`src/rtl/core/sha256_pkg.sv`:
```
package sha256_pkg;

  localparam int unsigned WordW = 32;
  localparam int unsigned BlockWords = 16;
  localparam int unsigned Rounds = 64;
  localparam int unsigned HashWords = 8;
  localparam int unsigned MsgBytesW = 61;

  typedef logic [WordW-1:0] word_t;

  function automatic word_t round_k(input logic [5:0] idx);
    word_t k;
    unique case (idx)
      6'd0: k = 32'h428a2f98;  6'd1: k = 32'h71374491;  6'd2: k = 32'hb5c0fbcf;
      6'd3: k = 32'he9b5dba5;  6'd4: k = 32'h3956c25b;  6'd5: k = 32'h59f111f1;
      6'd6: k = 32'h923f82a4;  6'd7: k = 32'hab1c5ed5;  6'd8: k = 32'hd807aa98;
      6'd9: k = 32'h12835b01;  6'd10: k = 32'h243185be; 6'd11: k = 32'h550c7dc3;
      6'd12: k = 32'h72be5d74; 6'd13: k = 32'h80deb1fe; 6'd14: k = 32'h9bdc06a7;
      6'd15: k = 32'hc19bf174; 6'd16: k = 32'he49b69c1; 6'd17: k = 32'hefbe4786;
      6'd18: k = 32'h0fc19dc6; 6'd19: k = 32'h240ca1cc; 6'd20: k = 32'h2de92c6f;
      6'd21: k = 32'h4a7484aa; 6'd22: k = 32'h5cb0a9dc; 6'd23: k = 32'h76f988da;
      6'd24: k = 32'h983e5152; 6'd25: k = 32'ha831c66d; 6'd26: k = 32'hb00327c8;
      6'd27: k = 32'hbf597fc7; 6'd28: k = 32'hc6e00bf3; 6'd29: k = 32'hd5a79147;
      6'd30: k = 32'h06ca6351; 6'd31: k = 32'h14292967; 6'd32: k = 32'h27b70a85;
      6'd33: k = 32'h2e1b2138; 6'd34: k = 32'h4d2c6dfc; 6'd35: k = 32'h53380d13;
      6'd36: k = 32'h650a7354; 6'd37: k = 32'h766a0abb; 6'd38: k = 32'h81c2c92e;
      6'd39: k = 32'h92722c85; 6'd40: k = 32'ha2bfe8a1; 6'd41: k = 32'ha81a664b;
      6'd42: k = 32'hc24b8b70; 6'd43: k = 32'hc76c51a3; 6'd44: k = 32'hd192e819;
      6'd45: k = 32'hd6990624; 6'd46: k = 32'hf40e3585; 6'd47: k = 32'h106aa070;
      6'd48: k = 32'h19a4c116; 6'd49: k = 32'h1e376c08; 6'd50: k = 32'h2748774c;
      6'd51: k = 32'h34b0bcb5; 6'd52: k = 32'h391c0cb3; 6'd53: k = 32'h4ed8aa4a;
      6'd54: k = 32'h5b9cca4f; 6'd55: k = 32'h682e6ff3; 6'd56: k = 32'h748f82ee;
      6'd57: k = 32'h78a5636f; 6'd58: k = 32'h84c87814; 6'd59: k = 32'h8cc70208;
      6'd60: k = 32'h90befffa; 6'd61: k = 32'ha4506ceb; 6'd62: k = 32'hbef9a3f7;
      default: k = 32'hc67178f2;
    endcase
    return k;
  endfunction

  function automatic word_t init_h(input logic [2:0] idx);
    word_t h;
    unique case (idx)
      3'd0: h = 32'h6a09e667; 3'd1: h = 32'hbb67ae85;
      3'd2: h = 32'h3c6ef372; 3'd3: h = 32'ha54ff53a;
      3'd4: h = 32'h510e527f; 3'd5: h = 32'h9b05688c;
      3'd6: h = 32'h1f83d9ab; default: h = 32'h5be0cd19;
    endcase
    return h;
  endfunction

  localparam logic [7:0] PadByte = 8'h80;

endpackage

```
`src/rtl/core/sha256_message_hasher_unit.sv`:
```
// A word that does not fill a block is stored and the unit stays idle; a word that fills
// one starts 64 rounds and then a fold into the hash. A last word adds one or two padded
// blocks, each with its rounds and fold, and then the 8 digest words, one digest word per cycle.
// Throughput: one SHA-256 round per cycle in a single shared round unit, 64 per block.
// Reset (synchronous, rst_n low) restores the initial hash and clears counts and state.
// Digest words appear for one cycle each under out_valid; the receiver cannot stall.
module sha256_message_hasher_unit (
  input  logic        clk,
  input  logic        rst_n,
  input  logic        start,
  output logic        busy,
  input  logic [31:0] in_data_word,
  input  logic [2:0]  in_valid_bytes,
  input  logic        in_last_word,
  output logic        out_valid,
  output logic [31:0] out_digest_word,
  output logic        out_digest_last
);

  typedef enum logic [4:0] {
    ST_IDLE  = 5'b00001,
    ST_ROUND = 5'b00010,
    ST_FOLD  = 5'b00100,
    ST_PAD2  = 5'b01000,
    ST_OUT   = 5'b10000
  } state_t;

  state_t state_r, state_nxt;

  sha256_pkg::word_t hash_r [8];
  sha256_pkg::word_t w_r [16];   // message schedule window, also the block buffer
  sha256_pkg::word_t a_r, b_r, c_r, d_r, e_r, f_r, g_r, h_r;
  logic [60:0] msg_bytes_r;
  logic [3:0]  slot_r;
  logic [5:0]  round_r;
  logic [2:0]  out_idx_r;
  logic        final_r;     // current compression is the length block
  logic        need_pad2_r; // after this block, a length-only block follows
  logic        pad_lead_r;  // the length-only block also starts with the 0x80 byte

  function automatic sha256_pkg::word_t rotr(input sha256_pkg::word_t x, input int n);
    return (x >> n) | (x << (32 - n));
  endfunction

  // Round unit.
  sha256_pkg::word_t s0, s1, t1, t2, sg0, sg1, w_new;
  always_comb begin
    s1 = rotr(e_r, 6) ^ rotr(e_r, 11) ^ rotr(e_r, 25);
    s0 = rotr(a_r, 2) ^ rotr(a_r, 13) ^ rotr(a_r, 22);
    t1 = h_r + s1 + ((e_r & f_r) ^ (~e_r & g_r)) + sha256_pkg::round_k(round_r) + w_r[0];
    t2 = s0 + ((a_r & b_r) ^ (a_r & c_r) ^ (b_r & c_r));
    sg0 = rotr(w_r[1], 7) ^ rotr(w_r[1], 18) ^ (w_r[1] >> 3);
    sg1 = rotr(w_r[14], 17) ^ rotr(w_r[14], 19) ^ (w_r[14] >> 10);
    w_new = sg1 + w_r[9] + sg0 + w_r[0];
  end

  // Padding of the last word.
  logic [2:0]  cnt;
  logic [60:0] bytes_sum;
  logic [63:0] bit_len;
  logic [3:0]  pad_slot;
  sha256_pkg::word_t keep, mark, pad_word;
  always_comb begin
    cnt = (in_valid_bytes > 3'd4 || !in_last_word) ? 3'd4 : in_valid_bytes;
    bytes_sum = msg_bytes_r + 61'(cnt);
    bit_len = {bytes_sum, 3'b000};
    pad_slot = (cnt == 3'd4) ? slot_r + 4'd1 : slot_r;
    unique case (cnt[1:0])
      2'd0: begin keep = 32'h0; mark = {sha256_pkg::PadByte, 24'h0}; end
      2'd1: begin keep = 32'hff000000; mark = {8'h0, sha256_pkg::PadByte, 16'h0}; end
      2'd2: begin keep = 32'hffff0000; mark = {16'h0, sha256_pkg::PadByte, 8'h0}; end
      default: begin keep = 32'hffffff00; mark = {24'h0, sha256_pkg::PadByte}; end
    endcase
    pad_word = (in_data_word & keep) | mark;
  end

  logic [63:0] len_r;
  logic        accept;
  assign accept = start && (state_r == ST_IDLE);
  assign busy = (state_r != ST_IDLE);

  always_comb begin
    state_nxt = state_r;
    unique case (state_r)
      ST_IDLE:  state_nxt = state_r;
      ST_ROUND: if (round_r == 6'd63) state_nxt = ST_FOLD;
      ST_FOLD:  state_nxt = need_pad2_r ? ST_PAD2 : (final_r ? ST_OUT : ST_IDLE);
      ST_PAD2:  state_nxt = ST_ROUND;
      ST_OUT:   if (out_idx_r == 3'd7) state_nxt = ST_IDLE;
      default:  state_nxt = ST_IDLE;
    endcase
    if (accept) begin
      if (in_last_word || slot_r == 4'd15) state_nxt = ST_ROUND;
    end
  end

  always_ff @(posedge clk) begin
    if (!rst_n) begin
      state_r <= ST_IDLE;
      msg_bytes_r <= '0;
      slot_r <= '0;
      round_r <= '0;
      out_idx_r <= '0;
      final_r <= 1'b0;
      need_pad2_r <= 1'b0;
      pad_lead_r <= 1'b0;
      for (int i = 0; i < 8; i++) hash_r[i] <= sha256_pkg::init_h(3'(i));
    end else begin
      state_r <= state_nxt;
      unique case (state_r)
        ST_IDLE: if (accept) begin
          msg_bytes_r <= bytes_sum;
          len_r <= bit_len;
          round_r <= '0;
          {a_r, b_r, c_r, d_r} <= {hash_r[0], hash_r[1], hash_r[2], hash_r[3]};
          {e_r, f_r, g_r, h_r} <= {hash_r[4], hash_r[5], hash_r[6], hash_r[7]};
          if (!in_last_word) begin
            w_r[slot_r] <= in_data_word;
            slot_r <= slot_r + 4'd1;
            final_r <= 1'b0;
            need_pad2_r <= 1'b0;
            pad_lead_r <= 1'b0;
          end else if (cnt == 3'd4 && slot_r == 4'd15) begin
            // Word fills the block; padding goes to a fresh block.
            w_r[15] <= in_data_word;
            final_r <= 1'b0;
            need_pad2_r <= 1'b1;
            pad_lead_r <= 1'b1;
            slot_r <= 4'd0;
          end else begin
            if (cnt == 3'd4) w_r[slot_r] <= in_data_word;
            for (int i = 0; i < 16; i++) begin
              if (4'(i) == pad_slot) begin
                w_r[i] <= (cnt == 3'd4) ? {sha256_pkg::PadByte, 24'h0} : pad_word;
              end else if (4'(i) > pad_slot) begin
                if (pad_slot < 4'd14 && i == 14) w_r[i] <= bit_len[63:32];
                else if (pad_slot < 4'd14 && i == 15) w_r[i] <= bit_len[31:0];
                else w_r[i] <= '0;
              end
            end
            if (pad_slot < 4'd14) begin
              final_r <= 1'b1;
              need_pad2_r <= 1'b0;
            end else begin
              final_r <= 1'b0;
              need_pad2_r <= 1'b1;
            end
            pad_lead_r <= 1'b0;
            slot_r <= 4'd0;
          end
        end
        ST_ROUND: begin
          h_r <= g_r; g_r <= f_r; f_r <= e_r; e_r <= d_r + t1;
          d_r <= c_r; c_r <= b_r; b_r <= a_r; a_r <= t1 + t2;
          for (int i = 0; i < 15; i++) w_r[i] <= w_r[i+1];
          w_r[15] <= w_new;
          round_r <= round_r + 6'd1;
        end
        ST_FOLD: begin
          hash_r[0] <= hash_r[0] + a_r; hash_r[1] <= hash_r[1] + b_r;
          hash_r[2] <= hash_r[2] + c_r; hash_r[3] <= hash_r[3] + d_r;
          hash_r[4] <= hash_r[4] + e_r; hash_r[5] <= hash_r[5] + f_r;
          hash_r[6] <= hash_r[6] + g_r; hash_r[7] <= hash_r[7] + h_r;
          out_idx_r <= '0;
        end
        ST_PAD2: begin
          w_r[0] <= pad_lead_r ? {sha256_pkg::PadByte, 24'h0} : '0;
          for (int i = 1; i < 14; i++) w_r[i] <= '0;
          w_r[14] <= len_r[63:32];
          w_r[15] <= len_r[31:0];
          {a_r, b_r, c_r, d_r} <= {hash_r[0], hash_r[1], hash_r[2], hash_r[3]};
          {e_r, f_r, g_r, h_r} <= {hash_r[4], hash_r[5], hash_r[6], hash_r[7]};
          round_r <= '0;
          final_r <= 1'b1;
          need_pad2_r <= 1'b0;
          pad_lead_r <= 1'b0;
        end
        ST_OUT: begin
          out_idx_r <= out_idx_r + 3'd1;
          if (out_idx_r == 3'd7) begin
            for (int i = 0; i < 8; i++) hash_r[i] <= sha256_pkg::init_h(3'(i));
            msg_bytes_r <= '0;
            final_r <= 1'b0;
          end
        end
        default: ;
      endcase
    end
  end

  assign out_valid = (state_r == ST_OUT);
  assign out_digest_word = hash_r[out_idx_r];
  assign out_digest_last = out_valid && (out_idx_r == 3'd7);

endmodule

```
`config.mk`:
```
export PLATFORM = sky130hd
export DESIGN_NAME = sha256_message_hasher_unit
export DESIGN_NICKNAME = d
export VERILOG_FILES = /design/src/rtl/core/sha256_pkg.sv /design/src/rtl/core/sha256_message_hasher_unit.sv
export SDC_FILE = /design/constraint.sdc
export NUM_CORES = 2
export LEC_CHECK = 0
export BUFFER_PORTS_ARGS = -buffer_cell sky130_fd_sc_hd__buf_2
export CORE_ASPECT_RATIO = 1.4
export CORE_MARGIN = 4
export CORE_UTILIZATION = 50
export CTS_BUF_LIST = sky130_fd_sc_hd__clkbuf_4 sky130_fd_sc_hd__clkbuf_8
export DETAILED_ROUTE_END_ITERATION = 10
export PLACE_DENSITY_LB_ADDON = 0.2
export SYNTH_ARGS = -nofsm -noshare
export SYNTH_HDL_FRONTEND = slang
export SYNTH_SLANG_ARGS = --single-unit
```
`constraint.sdc`:
```
create_clock -name clk -period 46.9 [get_ports clk]
set_input_delay 9.38 -clock clk [delete_from_list [all_inputs] [get_ports clk]]
set_output_delay 9.38 -clock clk [all_outputs]
set_load 0.1 [all_outputs]
```
### Word-level counts from Yosys, hierarchy flattened

Memories as Yosys holds them, arrays and structs flattened. A register that Yosys moved wholly into a read port is not among the register bits.
Index checks and enable logic that the tools add are counted.
W data, S select, Z words.

* register bits: 399
* bits in writable memories: 768
* bits in read-only memories: 2048
* input port bits: 39
* word-level logic and storage cells: 651
* memories kept: 3

* add/sub/neg operators: 22
* magnitude comparators: 18
* eq/ne operators: 29
* muxes and demuxes: 444
* bitwise operators: 97
* reductions and logical operators: 21

Memory list
* (name not given): depth 64, bits a word 32, read ports 1, clocked after Yosys merged registers in 1, wr ports 0, RTL line sha256_pkg.sv:13 `unique case (idx)`
* w_r: depth 16, bits a word 32, read ports 16, clocked after Yosys merged registers in 0, wr ports 16, RTL line sha256_message_hasher_unit.sv:31 `sha256_pkg::word_t w_r [16];`
* hash_r: depth 8, bits a word 32, read ports 9, clocked after Yosys merged registers in 1, wr ports 8, RTL line sha256_message_hasher_unit.sv:30 `sha256_pkg::word_t hash_r [8];`

Operators by type and width (number)
* $mux W32: 111
* $pmux W32 S3: 10
* $add A32 B32 Y32: 18
* $mux W1: 299
* $xor A32 B32 Y32: 9
* $and A32 B32 Y32: 6
* $mux W61: 2
* $pmux W61 S2: 1
* $or A1 B1 Y1: 68
* $add A61 B3 Y61: 1
* $eq A4 B4 Y1 const A: 8
* $gt A4 B4 Y1 const A: 8
* $not A32 Y32: 1
* $or A10 B32 Y32: 1
* $or A13 B32 Y32: 1
* $or A14 B32 Y32: 1
* $or A15 B32 Y32: 1
* $or A19 B32 Y32: 1
* $or A21 B32 Y32: 1
* $or A25 B32 Y32: 1
* $or A26 B32 Y32: 1
* $or A30 B32 Y32: 1
* $or A32 B32 Y32: 1
* $or A7 B32 Y32: 1
* other kinds (45): 78

### Logic depth before layout (Yosys ltp)

* depth after elaboration: 19
* mapped depth: 34
* mapped depth without buffers: 33

### Worst setup path after synthesis

OpenSTA, ideal clock, no wires.

* kind: in2reg
* from: input port rst_n
* to: register a_r[0] (enable)
* setup time: 1.187 ns
* arrival time: 27.127 ns
* setup slack: 18.586 ns
* stages: 4
* path buffers: 2
* cells stage by stage: inv_1 > clkbuf_1 > clkbuf_1 > nor3_1

* cells in the longest elaborated chain, start to end: 1

Ends and longest elaborated chain
* start, declared: RTL line sha256_message_hasher_unit.sv:9 `input logic rst_n,`
* $reduce_and A3 Y1 (no line)
* end signal, assigned: RTL line sha256_message_hasher_unit.sv:115 `{a_r, b_r, c_r, d_r} <= {hash_r[0], hash_r[1], hash_r[2], hash_r[3]};`
* end signal, assigned: RTL line sha256_message_hasher_unit.sv:154 `d_r <= c_r; c_r <= b_r; b_r <= a_r; a_r <= t1 + t2;`
* end signal, assigned: RTL line sha256_message_hasher_unit.sv:171 `{a_r, b_r, c_r, d_r} <= {hash_r[0], hash_r[1], hash_r[2], hash_r[3]};`
* end, declared: RTL line sha256_message_hasher_unit.sv:32 `sha256_pkg::word_t a_r, b_r, c_r, d_r, e_r, f_r, g_r, h_r;`

Every way passes these cells.
A chain may end at the register's enable or synchronous reset.

==> run metrics <==
result of the run finished clean; Routed wire per std cell 30.0 um; cell chosen for the clock root clkbuf_8; Post-DP Area 0.0838 mm2; worst flop-to-flop path startpoint e_r[26]$_DFFE_PP_; boundary pin count 74; post-layout instance area 0.0880 mm2; Die Area 0.169 mm2; crit-path cells buf_2, nand4_1, nor2b_1, nand2_1, nand2_1, or2_2, nand2b_1, a211o_1, buf_4; top fanout value on the critical path 30; Final Hold Fails 0; Crit. Startpoint rst_n; launching element type of the critical path input port; number of nets in the synthesized netlist 9415; nets@finish 9309; grt total ovfl 0; total wire length after detailed routing 329000 um; Tmin final 14.21 ns; total routing usage reported by global routing 37.9%; CP Capture Type register; Final Hold Slack 0.454 ns; critical setup path kind in -> reg; clock tree from TritonCTS built; number of max-capacitance violations reported 0; max-slew violation count 0; clock slew seen by the registers of the worst setup and hold paths 0.07 ns; Worst EP required 47.60 ns; compound-cell area share of the yosys netlist 19.8%; area of the core region 0.161 mm2; antenna violations before repair 10; Slew HR 14.9%; Tightest Pin Transition 1.27 ns; total of hold buffers inserted after clock tree synthesis 0; pin count of the biggest net entering global routing 170; simple-gate share of the synthesized area 14.5%; warnings from Yosys 0; most frequent cell after synthesis nand2_1; synth cell count leaders nand2_1, edfxtp_1, a21oi_1; GPL Wtd Cong 1.04; Finished Layout Cells 11000; IR drop worst, VDD 0.0000356 V; number of enable-type register cells in the synthesized netlist 925; Resized cells post-CTS 0; share of synthesized cell area in full adder, half adder and majority cells 11.0%; summed negative setup slack over all endpoints 0 ns; path category of the worst min-delay check reg -> reg; x dimension of the die 349 um; Slowest Stage Delay on Critical Path 0.83 ns; area overhead of the layout relative to synthesis 8.10%; leading area contributor after synthesis edfxtp_1; H-tree level count 4; average footprint of a synthesized cell 9.27 um2; Most common cell on crit path nand2_1; cell types occupying the most area after synthesis edfxtp_1, dfxtp_1, nand2_1; post-route antenna net violation count 0; share of the synthesized area in the top cell type 34.1%; overall power consumption 4.04 mW; post-synthesis cell area 0.0814 mm2; number of flip-flops and latches in the synthesized netlist 1202; count of vias placed by the detailed router 70600; insertion delay of the later-clocked pin in the worst-skew pair 1.04 ns; setup fix buffers added after clock tree synthesis 0; Inserted Clock Buffers 201; number of instances in the synthesized netlist 8782; count of input and output buffers 73; xor/xnor cell area share of the yosys netlist 6.67%; most instantiated flip-flop cell in the synthesis netlist edfxtp_1; synth unique cells 94; highest clock rate 70.3 MHz; Via density 6.44; slowest library cell on the worst path nand2_1; detailed-routing iteration count for the pre-antenna-repair pass 9; starting DRC count in detailed routing 7472; first-pass GRT wire length 470000 um; number of global-route vias before repair 69100; min setup slack post-route 32.69 ns; number of setup violations in the final report 0; number of sinks on the clock net 1202; Layout Skew 0.0857 ns; post-synthesis async set-or-reset flop share 0%; sequential-to-total area share from yosys stat 41.0%; data arrival at the endpoint of the critical path 14.91 ns; num rows 174; y dimension of the die 485 um; DRC viols 0; Pwr Density 45.9 mW/mm2; number of fill cells 14600; startpoint of the lowest-slack hold path w_r[8][24]$_SDFFE_PP0P_; post-route clock period utilization 30.3%; fraction of final layout cells with drive strength greater than 1 8.90%; post-synthesis mux area share 2.82%; initial cell density of the core 50.5%; DP HPWL 241000 um; CTS max path bufs 3; setup repair after global routing missed its margin false; worst slack, placed 31.76 ns; core utilization of the finished layout 54.6%; leak pwr 33.2 nW; combinational family with the most area after synthesis compound AO/OA/AOI/OAI gates; number of cells after detailed placement 10600
==> cell families (layout without fill, tap and decap cells) <==
group / Yosys count / in the layout
other cells: 0 / 8
mux: 142 / 142
flops: 1202 / 1202
xor+xnor: 620 / 620
simple gates: 2747 / 2747
buf+inv: 914 / 981
fa+ha+maj: 597 / 597
compound gates: 2560 / 2560
==> final timing paths <==
kind,end,slack (ns),cells past startpoint
hold reg to reg,w_r[8][24]$_SDFFE_PP0P_,0.45,2
setup reg to reg,e_r[31]$_DFFE_PP_,37.04,30
setup / recovery,w_r[10][22]$_DFFE_PP_,32.69,9
hold / removal,w_r[8][24]$_SDFFE_PP0P_,0.45,2
==> where the power goes <==
group | leakage, nW | total [mW] | internal [mW] | switching [mW]
sequential | 10.4 | 1.24 | 1.19 | 0.0456
combinational | 20.6 | 1.79 | 0.678 | 1.11
clock | 2.23 | 1.01 | 0.513 | 0.496
==> registers in the layout, indices dropped and copies added, names as in the netlist, 61 cells and up, named ones only <==
name,flops
hash_r,256
len_r,61
msg_bytes_r,61
w_r,512
==> routing by layer <==
metal / vias up / share of wire (%) / GRT usage [%]
met4: 0 / 12 / 35.8
li1: 31500 / - / -
met5: - / 0 / 0
met1: 34400 / 34 / 41.1
met2: 3582 / 47 / 62.7
met3: 1113 / 7.5 / 6.55
==> area by class of cell <==
cell class	count	area [um2]	area share [%]
Antenna cell	8	20.0	0.0228
Clock buffer	282	3470	3.94
Clock inverter	94	721	0.819
Inverter	375	1410	1.60
Multi-Input combinational cell	6666	44800	50.9
Sequential cell	1202	33300	37.9
Tap cell	2112	2640	3.00
Timing Repair Buffer	230	1590	1.81
==> critical path, delay by kind of cell <==
family,cells,cell delay [ns]
AOI/OAI and AO/OA,1,0.59
buffers and inverters,2,0.95
and+or+nand+nor,6,3.94
==> cell usage in the layout (no fill, tap or decap), types with 40 or more instances in the layout <==
cell type,count
a31oi_1,119
and3_1,76
nor2b_1,46
fa_1,196
o21a_1,80
buf_2,73
clkbuf_8,216
mux2_2,57
buf_4,153
inv_1,369
clkbuf_4,66
a211oi_1,120
clkinv_1,40
ha_1,398
mux4_2,64
a21o_1,180
o211ai_1,96
nand2b_1,61
a21oi_1,718
edfxtp_1,925
xor2_1,203
nor2_1,611
xnor2_1,416
a22o_1,64
o31ai_1,65
a22oi_1,83
dfxtp_1,274
nor3_1,130
o21bai_1,51
o21ai_0,619
o22ai_1,89
nand2_1,1444
nand3_1,140
Note: power is estimated with default switching activity, not from simulation.
